## src/rtl/deq_pkg.sv

```systemverilog
// ----------------------------------------------------------------------------
// deq_pkg
// Shared types, operation codes and status codes of the double-ended queue.
// ----------------------------------------------------------------------------
package deq_pkg;

   // default geometry
   localparam int DEPTH_DEFAULT       = 16;
   localparam int VALUE_WIDTH_DEFAULT = 32;

   // field widths of the channel items
   localparam int MODE_W  = 3;
   localparam int WORD_W  = 32;
   localparam int STAT_W  = 2;
   localparam int FILL_W  = 5;

   // operation codes
   localparam logic [MODE_W-1:0] MODE_PUSH_FRONT = 3'd0;
   localparam logic [MODE_W-1:0] MODE_PUSH_BACK  = 3'd1;
   localparam logic [MODE_W-1:0] MODE_POP_FRONT  = 3'd2;
   localparam logic [MODE_W-1:0] MODE_POP_BACK   = 3'd3;
   localparam logic [MODE_W-1:0] MODE_PEEK_FRONT = 3'd4;
   localparam logic [MODE_W-1:0] MODE_PEEK_BACK  = 3'd5;
   localparam logic [MODE_W-1:0] MODE_CLEAR      = 3'd6;

   // status codes
   localparam logic [STAT_W-1:0] ST_OK    = 2'd0;
   localparam logic [STAT_W-1:0] ST_EMPTY = 2'd1;
   localparam logic [STAT_W-1:0] ST_FULL  = 2'd2;

   // request item
   typedef struct packed {
      logic [MODE_W-1:0] mode;
      logic [WORD_W-1:0] push_value;
   } req_type;

   // response item
   typedef struct packed {
      logic [STAT_W-1:0] status;
      logic [WORD_W-1:0] read_value;
      logic [FILL_W-1:0] fill_count;
   } rsp_type;

endpackage

```

## src/rtl/deq_mem.sv

```systemverilog
// ----------------------------------------------------------------------------
// deq_mem
// Single-port element store with a registered read, one access per cycle.
// ----------------------------------------------------------------------------
module deq_mem #(
   parameter int DEPTH       = 16,
   parameter int VALUE_WIDTH = 32,
   parameter int ADDR_W      = 4
) (
   input  logic                   clock,
   input  logic                   wr_en,
   input  logic                   rd_en,
   input  logic [ADDR_W-1:0]      addr,
   input  logic [VALUE_WIDTH-1:0] wr_data,
   output logic [VALUE_WIDTH-1:0] rd_data
);

   logic [VALUE_WIDTH-1:0] store_ff [DEPTH];
   logic [VALUE_WIDTH-1:0] rd_data_ff;

   // write port
   always_ff @(posedge clock) begin
      if (wr_en) begin
         store_ff[addr] <= wr_data;
      end
   end

   // registered read, held until the next read
   always_ff @(posedge clock) begin
      if (rd_en) begin
         rd_data_ff <= store_ff[addr];
      end
   end

   assign rd_data = rd_data_ff;

endmodule

```

## src/rtl/deq_ctrl.sv

```systemverilog
// ----------------------------------------------------------------------------
// deq_ctrl
// Head pointer and element count, store address generation and the
// response register.
// ----------------------------------------------------------------------------
module deq_ctrl #(
   parameter int DEPTH       = 16,
   parameter int VALUE_WIDTH = 32,
   parameter int ADDR_W      = 4
) (
   input  logic                   clock,
   input  logic                   reset,
   input  logic                   req_valid,
   output logic                   req_stall,
   input  deq_pkg::req_type       req,
   output logic                   rsp_valid,
   input  logic                   rsp_stall,
   output deq_pkg::rsp_type       rsp,
   output logic                   mem_wr_en,
   output logic                   mem_rd_en,
   output logic [ADDR_W-1:0]      mem_addr,
   output logic [VALUE_WIDTH-1:0] mem_wr_data,
   input  logic [VALUE_WIDTH-1:0] mem_rd_data
);

   import deq_pkg::*;

   localparam int CW = $clog2(DEPTH + 1);
   localparam int SW = CW + 1;

   logic              accept;
   logic [ADDR_W-1:0] head_ff, head_in;
   logic [CW-1:0]     count_ff, count_in;
   logic              rsp_valid_ff, rsp_valid_in;
   logic [STAT_W-1:0] status_ff, status_in;
   logic              rd_sel_ff, rd_sel_in;
   logic              empty, full;
   logic [ADDR_W-1:0] head_next, head_prev, tail_idx, back_idx;
   logic [SW-1:0]     tail_sum, back_sum;
   logic [WORD_W-1:0] rd_word;
   logic [FILL_W-1:0] fill_word;

   // one item in flight in the response register; a new one enters as it leaves
   assign req_stall = rsp_valid_ff && rsp_stall;
   assign accept    = req_valid && !req_stall;

   // ring arithmetic, one compare and subtract each
   assign empty     = (count_ff == '0);
   assign full      = (count_ff >= CW'(DEPTH));
   assign head_next = (head_ff == ADDR_W'(DEPTH - 1)) ? '0 : head_ff + 1'b1;
   assign head_prev = (head_ff == '0) ? ADDR_W'(DEPTH - 1) : head_ff - 1'b1;
   assign tail_sum  = SW'(head_ff) + SW'(count_ff);
   assign back_sum  = tail_sum - 1'b1;
   assign tail_idx  = (tail_sum >= SW'(DEPTH)) ? ADDR_W'(tail_sum - SW'(DEPTH))
                                               : ADDR_W'(tail_sum);
   assign back_idx  = (back_sum >= SW'(DEPTH)) ? ADDR_W'(back_sum - SW'(DEPTH))
                                               : ADDR_W'(back_sum);

   // push word cut or widened to the element width
   generate
      if (VALUE_WIDTH <= WORD_W) begin : g_wr_narrow
         assign mem_wr_data = req.push_value[VALUE_WIDTH-1:0];
      end else begin : g_wr_wide
         assign mem_wr_data = {{(VALUE_WIDTH - WORD_W){1'b0}}, req.push_value};
      end
   endgenerate

   // operation decode
   always_comb begin
      head_in   = head_ff;
      count_in  = count_ff;
      status_in = ST_OK;
      rd_sel_in = 1'b0;
      mem_wr_en = 1'b0;
      mem_rd_en = 1'b0;
      mem_addr  = head_ff;
      case (req.mode)
         MODE_PUSH_FRONT: begin
            if (full) begin
               status_in = ST_FULL;
            end else begin
               mem_wr_en = accept;
               mem_addr  = head_prev;
               head_in   = head_prev;
               count_in  = count_ff + 1'b1;
            end
         end
         MODE_PUSH_BACK: begin
            if (full) begin
               status_in = ST_FULL;
            end else begin
               mem_wr_en = accept;
               mem_addr  = tail_idx;
               count_in  = count_ff + 1'b1;
            end
         end
         MODE_POP_FRONT, MODE_PEEK_FRONT: begin
            if (empty) begin
               status_in = ST_EMPTY;
            end else begin
               mem_rd_en = accept;
               rd_sel_in = 1'b1;
               mem_addr  = head_ff;
               if (req.mode == MODE_POP_FRONT) begin
                  head_in  = head_next;
                  count_in = count_ff - 1'b1;
               end
            end
         end
         MODE_POP_BACK, MODE_PEEK_BACK: begin
            if (empty) begin
               status_in = ST_EMPTY;
            end else begin
               mem_rd_en = accept;
               rd_sel_in = 1'b1;
               mem_addr  = back_idx;
               if (req.mode == MODE_POP_BACK) begin
                  count_in = count_ff - 1'b1;
               end
            end
         end
         MODE_CLEAR: begin
            head_in  = '0;
            count_in = '0;
         end
         default: begin
         end
      endcase
   end

   assign rsp_valid_in = accept || (rsp_valid_ff && rsp_stall);

   // pointer, count and response control
   always_ff @(posedge clock) begin
      if (reset) begin
         head_ff      <= '0;
         count_ff     <= '0;
         rsp_valid_ff <= 1'b0;
      end else begin
         rsp_valid_ff <= rsp_valid_in;
         if (accept) begin
            head_ff  <= head_in;
            count_ff <= count_in;
         end
      end
   end

   // response payload
   always_ff @(posedge clock) begin
      if (accept) begin
         status_ff <= status_in;
         rd_sel_ff <= rd_sel_in;
      end
   end

   // read word and fill count fitted to the item fields
   generate
      if (VALUE_WIDTH >= WORD_W) begin : g_rd_wide
         assign rd_word = mem_rd_data[WORD_W-1:0];
      end else begin : g_rd_narrow
         assign rd_word = {{(WORD_W - VALUE_WIDTH){1'b0}}, mem_rd_data};
      end
      if (CW >= FILL_W) begin : g_fill_wide
         assign fill_word = count_ff[FILL_W-1:0];
      end else begin : g_fill_narrow
         assign fill_word = {{(FILL_W - CW){1'b0}}, count_ff};
      end
   endgenerate

   assign rsp_valid      = rsp_valid_ff;
   assign rsp.status     = status_ff;
   assign rsp.read_value = rd_sel_ff ? rd_word : '0;
   assign rsp.fill_count = fill_word;

endmodule

```

## src/rtl/double_ended_queue.sv

```systemverilog
// ----------------------------------------------------------------------------
// double_ended_queue
// A double-ended queue of DEPTH words held in a ring buffer. Each item is one
// operation: push front or back, pop front or back, peek front or back, or
// clear. Every item gives exactly one result item with a status, the word
// read at the addressed end (zero unless a pop or peek succeeded) and the
// fill count after the operation. One item is taken per cycle while the
// receiver does not stall a held result, and each result appears on the cycle
// after acceptance; the limit is the single port of the element store, which
// each operation uses at most once. A push on a full queue reports full and a
// pop or peek on an empty one reports empty, both leaving the queue as it was.
// Clear takes effect at once, with no sweep of the store.
// ----------------------------------------------------------------------------
module double_ended_queue #(
   parameter int DEPTH       = deq_pkg::DEPTH_DEFAULT,
   parameter int VALUE_WIDTH = deq_pkg::VALUE_WIDTH_DEFAULT
) (
   input  logic             clock,
   input  logic             reset,
   input  logic             req_valid,
   output logic             req_stall,
   input  deq_pkg::req_type req,
   output logic             rsp_valid,
   input  logic             rsp_stall,
   output deq_pkg::rsp_type rsp
);

   import deq_pkg::*;

   localparam int ADDR_W = $clog2(DEPTH);

   logic                   mem_wr_en;
   logic                   mem_rd_en;
   logic [ADDR_W-1:0]      mem_addr;
   logic [VALUE_WIDTH-1:0] mem_wr_data;
   logic [VALUE_WIDTH-1:0] mem_rd_data;

   // pointers, count and response register
   deq_ctrl #(
      .DEPTH       (DEPTH),
      .VALUE_WIDTH (VALUE_WIDTH),
      .ADDR_W      (ADDR_W)
   ) u_ctrl (
      .clock       (clock),
      .reset       (reset),
      .req_valid   (req_valid),
      .req_stall   (req_stall),
      .req         (req),
      .rsp_valid   (rsp_valid),
      .rsp_stall   (rsp_stall),
      .rsp         (rsp),
      .mem_wr_en   (mem_wr_en),
      .mem_rd_en   (mem_rd_en),
      .mem_addr    (mem_addr),
      .mem_wr_data (mem_wr_data),
      .mem_rd_data (mem_rd_data)
   );

   // element store
   deq_mem #(
      .DEPTH       (DEPTH),
      .VALUE_WIDTH (VALUE_WIDTH),
      .ADDR_W      (ADDR_W)
   ) u_mem (
      .clock   (clock),
      .wr_en   (mem_wr_en),
      .rd_en   (mem_rd_en),
      .addr    (mem_addr),
      .wr_data (mem_wr_data),
      .rd_data (mem_rd_data)
   );

   // an accepted item always shows a result on the next cycle
   a_accept_gives_rsp: assert property (@(posedge clock) disable iff (reset)
      (req_valid && !req_stall) |=> rsp_valid)
      else $error("accepted item produced no result");

   // a clear leaves the queue empty
   a_clear_empties: assert property (@(posedge clock) disable iff (reset)
      (req_valid && !req_stall && req.mode == MODE_CLEAR) |=>
      (rsp.fill_count == '0 && rsp.status == ST_OK))
      else $error("clear did not empty the queue");

   // a failed operation returns no word
   a_error_no_word: assert property (@(posedge clock) disable iff (reset)
      (rsp_valid && rsp.status != ST_OK) |-> (rsp.read_value == '0))
      else $error("error result carries a read word");

   // the store is never written and read in the same cycle
   a_single_access: assert property (@(posedge clock) disable iff (reset)
      !(mem_wr_en && mem_rd_en))
      else $error("store written and read together");

endmodule

```

## config.mk

```make
export PLATFORM = sky130hd
export DESIGN_NAME = double_ended_queue
export DESIGN_NICKNAME = d
export VERILOG_FILES = /design/src/rtl/deq_pkg.sv /design/src/rtl/deq_mem.sv /design/src/rtl/deq_ctrl.sv /design/src/rtl/double_ended_queue.sv
export SDC_FILE = /design/constraint.sdc
export NUM_CORES = 1
export LEC_CHECK = 0
export ABC_AREA = 1
export BUFFER_PORTS_ARGS = -buffer_cell sky130_fd_sc_hd__buf_2
export CORE_MARGIN = 5
export CORE_UTILIZATION = 55
export DETAILED_ROUTE_END_ITERATION = 8
export MAX_ROUTING_LAYER = met4
export PLACE_DENSITY = 0.74
export SLEW_MARGIN = 20
export SYNTH_ARGS = -nofsm -noshare
export SYNTH_HDL_FRONTEND = slang
export SYNTH_SLANG_ARGS = --single-unit
```

## constraint.sdc

```tcl
create_clock -name clock -period 12.45 [get_ports clock]
set_input_delay 1.245 -clock clock [delete_from_list [all_inputs] [get_ports clock]]
set_output_delay 1.245 -clock clock [all_outputs]
set_load 0.01 [all_outputs]
```

# Yosys cells after proc, flatten, opt, wreduce, memory -nomap -nowiden
# Memories as Yosys holds them, arrays and structs flattened. A register that Yosys moved wholly into a read port is not among the register bits.
# Index checks and enable logic that the tools add are counted.
[op_classes]
eq_ne = 12
div_mod_pow = 0
n_reduce_logical = 15
n_shift = 0
n_lt_le_gt_ge = 3
bitwise_logic = 0
n_mul = 0
n_addsub = 8
mux = 28
[op_table]
columns = ["operator", "count"]
rows = [
  ["$mux W4", 9],
  ["$mux W32", 1],
  ["$mux W5", 5],
  ["$pmux W4 S3", 2],
  ["$pmux W5 S4", 1],
  ["$ge A6 B5 Y1 const B", 2],
  ["$sub A4 B1 Y4 const B", 3],
  ["$eq A3 B3 Y1 const B", 3],
  ["$mux W1", 8],
  ["$reduce_and A7 Y1", 1],
  ["$add A4 B5 Y6", 1],
  ["$eq A3 B2 Y1 const B", 2],
  ["$ne A2 B2 Y1 const B", 3],
  ["$reduce_or A2 Y1", 3],
  ["$sub A6 B1 Y6 const B", 1],
  ["$add A5 B1 Y5 const B", 1],
  ["$ge A5 B5 Y1 const B", 1],
  ["$logic_not A5 Y1", 1],
  ["$sub A5 B1 Y5 const B", 1],
  ["$add A4 B1 Y4 const B", 1],
  ["$eq A4 B4 Y1 const B", 1],
  ["$logic_not A4 Y1", 1],
  ["$ne A2 B1 Y1 const B", 2],
  ["$pmux W2 S2", 1],
  ["10 further kinds", 11],
]
[word_totals]
ram_bits = 512
word_cells = 72
reg_bits = 13
romBits = 0
n_memories = 1
latchBits = 0
output_inout_bits = 41
[memory_table]
columns = ["name", "depth", "word_bits", "read_ports", "rd_ports_with_merged_regs", "wr", "line", "text"]
rows = [
  ["u_mem.store_ff", 16, 32, 1, 1, 1, "deq_mem.sv:18", "logic [VALUE_WIDTH-1:0] store_ff [DEPTH];"],
]

# Depth between registers and ports, before layout
[depth]
word_depth = 7
ltp_mapped = 20
depth_no_buf = 18

# By module
# Synthesis repeated with hierarchy kept, for this count alone.
[hier_totals]
hier_cells = 2437
area_unflattened_um2 = 24533.5
[modules_own_cells]
columns = ["mod", "n_inst", "area_each_um2", "cells_each", "seq_area_each_um2"]
rows = [
  ["deq_mem", 1, 22534.1, 2113, 16335.7],
  ["deq_ctrl", 1, 1999.4, 324, 290.3],
]

# Least setup slack after synthesis
# No wires, ideal clock.
[synth_timing]
path_kind = "input port to flip-flop"
from = "input port req[34] (netlist name)"
to = "memory u_mem.store_ff[2][0], enable pin"
arrival_ps = 3961
setup_time_ps = 421
path_slack_ps = 8068
stages = 12
required_ps = 12029
cell_sequence = "buf_4 inv_1 nand3_1 nand2_1 nand2_1 inv_1 nand2_1 nand4_1 buf_2 buf_2 nand3_1 nor2_1"
[synth_between]
elab_chain_len = 5
[synth_lines]
columns = ["element", "line", "text"]
rows = [
  ["start, declared", "double_ended_queue.sv:22", "input deq_pkg::req_type req,"],
  ["$eq A3 B1 Y1 / $logic_not A3 Y1 (equally long branches)", "deq_ctrl.sv:77", "case (req.mode)"],
  ["$reduce_or A2 Y1 (no source line)", "-", ""],
  ["$mux W1", "-", ""],
  ["$mux W1", "deq_mem.sv:23", "if (wr_en) begin"],
  ["$mux W1 (not written as such)", "deq_mem.sv:24", "store_ff[addr] <= wr_data;"],
  ["end, declared", "deq_mem.sv:18", ""],
]
# Several ways; a longest one is shown, not always the timed one.

# Worst setup path in the final report
[layout_timing]
from = "register u_ctrl.head_ff[0]"
to = "memory u_mem.store_ff[12][26], enable pin"
[layout_between]
elab_chain_len = 6
[layout_lines]
columns = ["element", "line", "text"]
rows = [
  ["start, declared", "deq_ctrl.sv:32", "logic [ADDR_W-1:0] head_ff, head_in;"],
  ["start signal, assigned", "deq_ctrl.sv:142", "head_ff <= head_in;"],
  ["$add A4 B5 Y6", "deq_ctrl.sv:52", "assign tail_sum = SW'(head_ff) + SW'(count_ff);"],
  ["$sub A6 B1 Y6", "deq_ctrl.sv:53", "assign back_sum = tail_sum - 1'b1;"],
  ["$ge A6 B5 Y1 / $sub A4 B1 Y4 (equally long branches)", "deq_ctrl.sv:56", "assign back_idx = (back_sum >= SW'(DEPTH)) ? ADDR_W'(back_sum - SW'(DEPTH))"],
  ["$mux W4", "deq_ctrl.sv:56", ""],
  ["$mux W4", "deq_ctrl.sv:111", "if (empty) begin"],
  ["$pmux W4 S3 (*)", "deq_ctrl.sv:77", ""],
]
# Every way passes the cells marked *; elsewhere a longest branch is shown, timed or not.

==> report_table.html <==
<table>
<tr><th>Metric</th><th>Value</th></tr>
<tr><th colspan="2">Floorplan</th></tr>
<tr><td>Die height</td><td>222 um</td></tr>
<tr><td>Starting utilization of the core area</td><td>55.8%</td></tr>
<tr><td>Placeable core area</td><td>44300 um^2</td></tr>
<tr><td>Number of top-level pins</td><td>80</td></tr>
<tr><td>Width of the chip</td><td>222 um</td></tr>
<tr><td>Die ar.</td><td>49300 um^2</td></tr>
<tr><td>Number of placement rows</td><td>77</td></tr>
<tr><th colspan="2">Setup path</th></tr>
<tr><td>Kind of capture point of the worst setup path</td><td>register</td></tr>
<tr><td>Category of the worst setup path launch point</td><td>register</td></tr>
<tr><td>Required time of the worst setup path</td><td>12760 ps</td></tr>
<tr><td>Worst setup path class</td><td>reg2reg</td></tr>
<tr><td>Data arrival, critical path</td><td>5030 ps</td></tr>
<tr><td>CP max FO</td><td>76</td></tr>
<tr><th colspan="2">Detailed routing</th></tr>
<tr><td>ANT nets after route</td><td>0</td></tr>
<tr><td>Iteration-0 DRC Markers</td><td>2236</td></tr>
<tr><td>Via count</td><td>18066</td></tr>
<tr><td>DRC</td><td>0</td></tr>
<tr><td>Wire length after detailed routing</td><td>66.7 mm</td></tr>
<tr><td>Post-detailed-route via-to-cell ratio</td><td>5.81</td></tr>
<tr><td>Mean routed wirelength per cell</td><td>21.5 um</td></tr>
<tr><td>DR pass1 iterations</td><td>6</td></tr>
<tr><th colspan="2">Placed design</th></tr>
<tr><td>Quantity of I/O buffers inserted on ports</td><td>79</td></tr>
<tr><td>Post-DP HPWL</td><td>37.5 mm</td></tr>
<tr><td>Global placement routability congestion</td><td>0.863</td></tr>
<tr><td>Pre-CTS setup slack</td><td>7220 ps</td></tr>
<tr><th colspan="2">Synthesis</th></tr>
<tr><td>Main combinational cell family by area after synthesis</td><td>simple AND/OR/NAND/NOR gates</td></tr>
<tr><td>Proportion of synthesized flip-flops having asynchronous set or reset</td><td>0%</td></tr>
<tr><td>Simple-gate share of the synthesized area</td><td>26.1%</td></tr>
<tr><td>Portion of netlist area occupied by mux cells</td><td>0%</td></tr>
<tr><td>Synthesized-area fraction occupied by xor and xnor cells</td><td>0.213%</td></tr>
<tr><td>Syn Nets</td><td>2497</td></tr>
<tr><td>Flip-flop and latch count after synthesis</td><td>557</td></tr>
<tr><td>Compound-gate portion of the synthesized area</td><td>0.673%</td></tr>
<tr><td>Arithmetic-cell share of the synthesized area counting full adders, half adders and majority gates</td><td>0.668%</td></tr>
<tr><td>Syn. warnings</td><td>0</td></tr>
<tr><td>Distinct cell type count after synthesis</td><td>29</td></tr>
<tr><td>EDFF count, synth</td><td>547</td></tr>
<tr><td>Sequential-to-total area share from yosys stat</td><td>67.3%</td></tr>
<tr><td>Synthesized area</td><td>24700 um^2</td></tr>
<tr><td>Post-synthesis instance total</td><td>2446</td></tr>
<tr><td>Synthesized area per cell</td><td>10.1 um^2</td></tr>
<tr><td>Dominant register cell in the synthesized netlist</td><td>sky130_fd_sc_hd__edfxtp_1</td></tr>
<tr><th colspan="2">STA</th></tr>
<tr><td>Worst Setup Slack, final</td><td>7730 ps</td></tr>
<tr><td>Fin Setup TNS</td><td>0 ps</td></tr>
<tr><td>F_max</td><td>212 MHz</td></tr>
<tr><td>Hold slack final</td><td>490 ps</td></tr>
<tr><td>Number of max-slew violations in the final report</td><td>0</td></tr>
<tr><td>Setup repair after global routing missed its margin</td><td>no</td></tr>
<tr><td>Worst slew pin tran</td><td>1180 ps</td></tr>
<tr><td>Relative slew margins</td><td>21.2%</td></tr>
<tr><td>Clock skew after layout</td><td>22.0 ps</td></tr>
<tr><td>Number of failing hold endpoints at the final stage</td><td>0</td></tr>
<tr><td>Setup-violating endpoint count in the final report</td><td>0</td></tr>
<tr><td>Share of the cycle needed by the critical path after routing</td><td>37.9%</td></tr>
<tr><td>Shortest period the worst path allows</td><td>4720 ps</td></tr>
<tr><th colspan="2">Flow run</th></tr>
<tr><td>Max-capacitance violation count</td><td>0</td></tr>
<tr><th colspan="2">Global routing</th></tr>
<tr><td>Maximum number of pins on one net before global-route repair</td><td>183</td></tr>
<tr><td>Global-route wire length before repair</td><td>103 mm</td></tr>
<tr><td>Vias in the first global route</td><td>17452</td></tr>
<tr><td>Grt total ovfl</td><td>0</td></tr>
<tr><td>All-Layer GR Usage</td><td>27.3%</td></tr>
<tr><td>Initial antenna violation count</td><td>1</td></tr>
<tr><th colspan="2">Pwr</th></tr>
<tr><td>Leakage power</td><td>11.6 nW</td></tr>
<tr><td>Worst IR drop on VDD</td><td>0.000121 V</td></tr>
<tr><td>P per Cell Area</td><td>163 nW/um^2</td></tr>
<tr><th colspan="2">Clocking</th></tr>
<tr><td>Htree depth</td><td>2</td></tr>
<tr><td>Clock Sink Count</td><td>557</td></tr>
<tr><td>Post-CTS resize count</td><td>0</td></tr>
<tr><td>Worst-case clock buffer depth</td><td>3</td></tr>
<tr><td>Post-CTS Setup Bufs</td><td>0</td></tr>
<tr><td>Clock buffers created by TritonCTS</td><td>57</td></tr>
<tr><td>Clock network latency to the later pin of the worst-skew pair</td><td>620 ps</td></tr>
<tr><td>Clock-pin slew on the worst setup and hold paths</td><td>60 ps</td></tr>
<tr><td>Buffer cell driving the clock tree root</td><td>sky130_fd_sc_hd__clkbuf_16</td></tr>
<tr><td>Clock tree from TritonCTS</td><td>yes</td></tr>
<tr><td>Hold-fix buffer count after cts</td><td>0</td></tr>
<tr><th colspan="2">Finish</th></tr>
<tr><td>Most frequent standard cell in the layout excluding fill and tap cells</td><td>sky130_fd_sc_hd__nand2_1</td></tr>
<tr><td>Net count reported at finish</td><td>2524</td></tr>
<tr><td>Post-layout utilization of the core</td><td>62.7%</td></tr>
<tr><td>Share of final-layout standard cells stronger than drive strength 1</td><td>9.06%</td></tr>
<tr><td>Area growth, synth to finish</td><td>12.4%</td></tr>
<tr><td>Most frequent cells in the layout</td><td>sky130_fd_sc_hd__nand2_1, sky130_fd_sc_hd__edfxtp_1, sky130_fd_sc_hd__nand3_1</td></tr>
<tr><th colspan="2">Outcome</th></tr>
<tr><td>Status</td><td>finished clean</td></tr>
<tr><th colspan="2">Hold path</th></tr>
<tr><td>Worst Hold Class</td><td>reg2reg</td></tr>
</table>
-- per-stage QoR --
stage	power, mW	area [um^2]	cells
2_1_floorplan	2.65	24700	2446
3_3_place_gp	2.87	25400	2986
3_5_place_dp	2.89	25900	3005
4_1_cts	4.54	27700	3108
5_1_grt	4.72	27800	3110
6_report	4.54	27800	3110
-- metal layers --
metal	global-route usage (%)	vias to the layer above	part of all wire, %
li1	-	8236	-
met1	37.4	8660	40
met2	42.7	1016	48
met3	3.92	154	8.9
met4	9.35	0	3.2
met5	-	-	0
-- cells in the mapped netlist (9+ instances only) --
cell type,count,area [um^2]
sky130_fd_sc_hd__nand3_1,443,2220
sky130_fd_sc_hd__o21ai_0,11,55.1
sky130_fd_sc_hd__inv_2,9,33.8
sky130_fd_sc_hd__edfxtp_1,547,16400
sky130_fd_sc_hd__nor2_1,48,180
sky130_fd_sc_hd__a21oi_1,11,55.1
sky130_fd_sc_hd__buf_4,20,150
sky130_fd_sc_hd__dfxtp_1,10,200
sky130_fd_sc_hd__nand2_1,1058,3970
sky130_fd_sc_hd__clkbuf_1,21,78.8
sky130_fd_sc_hd__inv_1,120,450
sky130_fd_sc_hd__ha_1,10,125
sky130_fd_sc_hd__buf_2,104,521
-- cells by family (layout without fill, tap and decap cells) --
| logic type | Yosys count | in the layout |
|---|---|---|
| buf+inv | 280 | 351 |
| flops | 557 | 557 |
| simple gates | 1561 | 1561 |
| fa+ha+maj | 12 | 12 |
| xor+xnor | 6 | 6 |
| other cells | 0 | 1 |
| compound gates | 30 | 30 |
-- report_power, final --
| part | switching, mW | leakage [nW] | internal [mW] |
|---|---|---|---|
| clock | 0.706 | 0.876 | 0.964 |
| combinational | 0.555 | 5.73 | 0.200 |
| sequential | 0.0136 | 5.01 | 2.10 |
-- critical path, stage by stage, from the launching register on --
cell and delay [ps]:
sky130_fd_sc_hd__dfxtp_1 630, sky130_fd_sc_hd__inv_1 300, sky130_fd_sc_hd__ha_1 270, sky130_fd_sc_hd__inv_1 50, sky130_fd_sc_hd__nor2_1 40, sky130_fd_sc_hd__nand2_1 90, sky130_fd_sc_hd__nand2_1 90, sky130_fd_sc_hd__nand2_1 140
sky130_fd_sc_hd__nand3_1 130, sky130_fd_sc_hd__nor2_4 90, sky130_fd_sc_hd__buf_4 660, sky130_fd_sc_hd__nand2_4 330, sky130_fd_sc_hd__inv_1 190, sky130_fd_sc_hd__nand3_1 350, sky130_fd_sc_hd__nor2_4 750, sky130_fd_sc_hd__buf_16 240
-- state kept, by name, summed over array words and instances (netlist names) --
register          cells
u_mem.rd_data        32
u_ctrl.head_ff        4
u_mem.store_ff      512
u_ctrl.count_ff       5
u_ctrl.rsp_valid      1
u_ctrl.status_ff      2
u_ctrl.rd_sel_ff      1
-- path summary, 6_finish.rpt --
| path | start | to | slack, ps | depth (start not counted) |
|---|---|---|---|---|
| worst min-delay path | u_ctrl.rsp_valid | u_ctrl.rsp_valid | 490 | 2 |
| worst max-delay path | u_ctrl.head_ff[0] | u_mem.store_ff[12][26] | 7730 | 15 |
| worst max register to register | u_ctrl.head_ff[0] | u_mem.store_ff[12][26] | 7730 | 15 |
| worst min register to register | u_ctrl.rsp_valid | u_ctrl.rsp_valid | 490 | 2 |
-- final cells by class --
class	count	area, um^2
diodes	1	2.50
multi-input cells	1609	7040
flip-flops and latches	557	16600
clock inverters	32	283
clock buffers	71	1520
inverters	133	502
fillers	3502	16500
repair buffers	115	1070
well taps	592	741
Power figures use the tool's default switching activity.
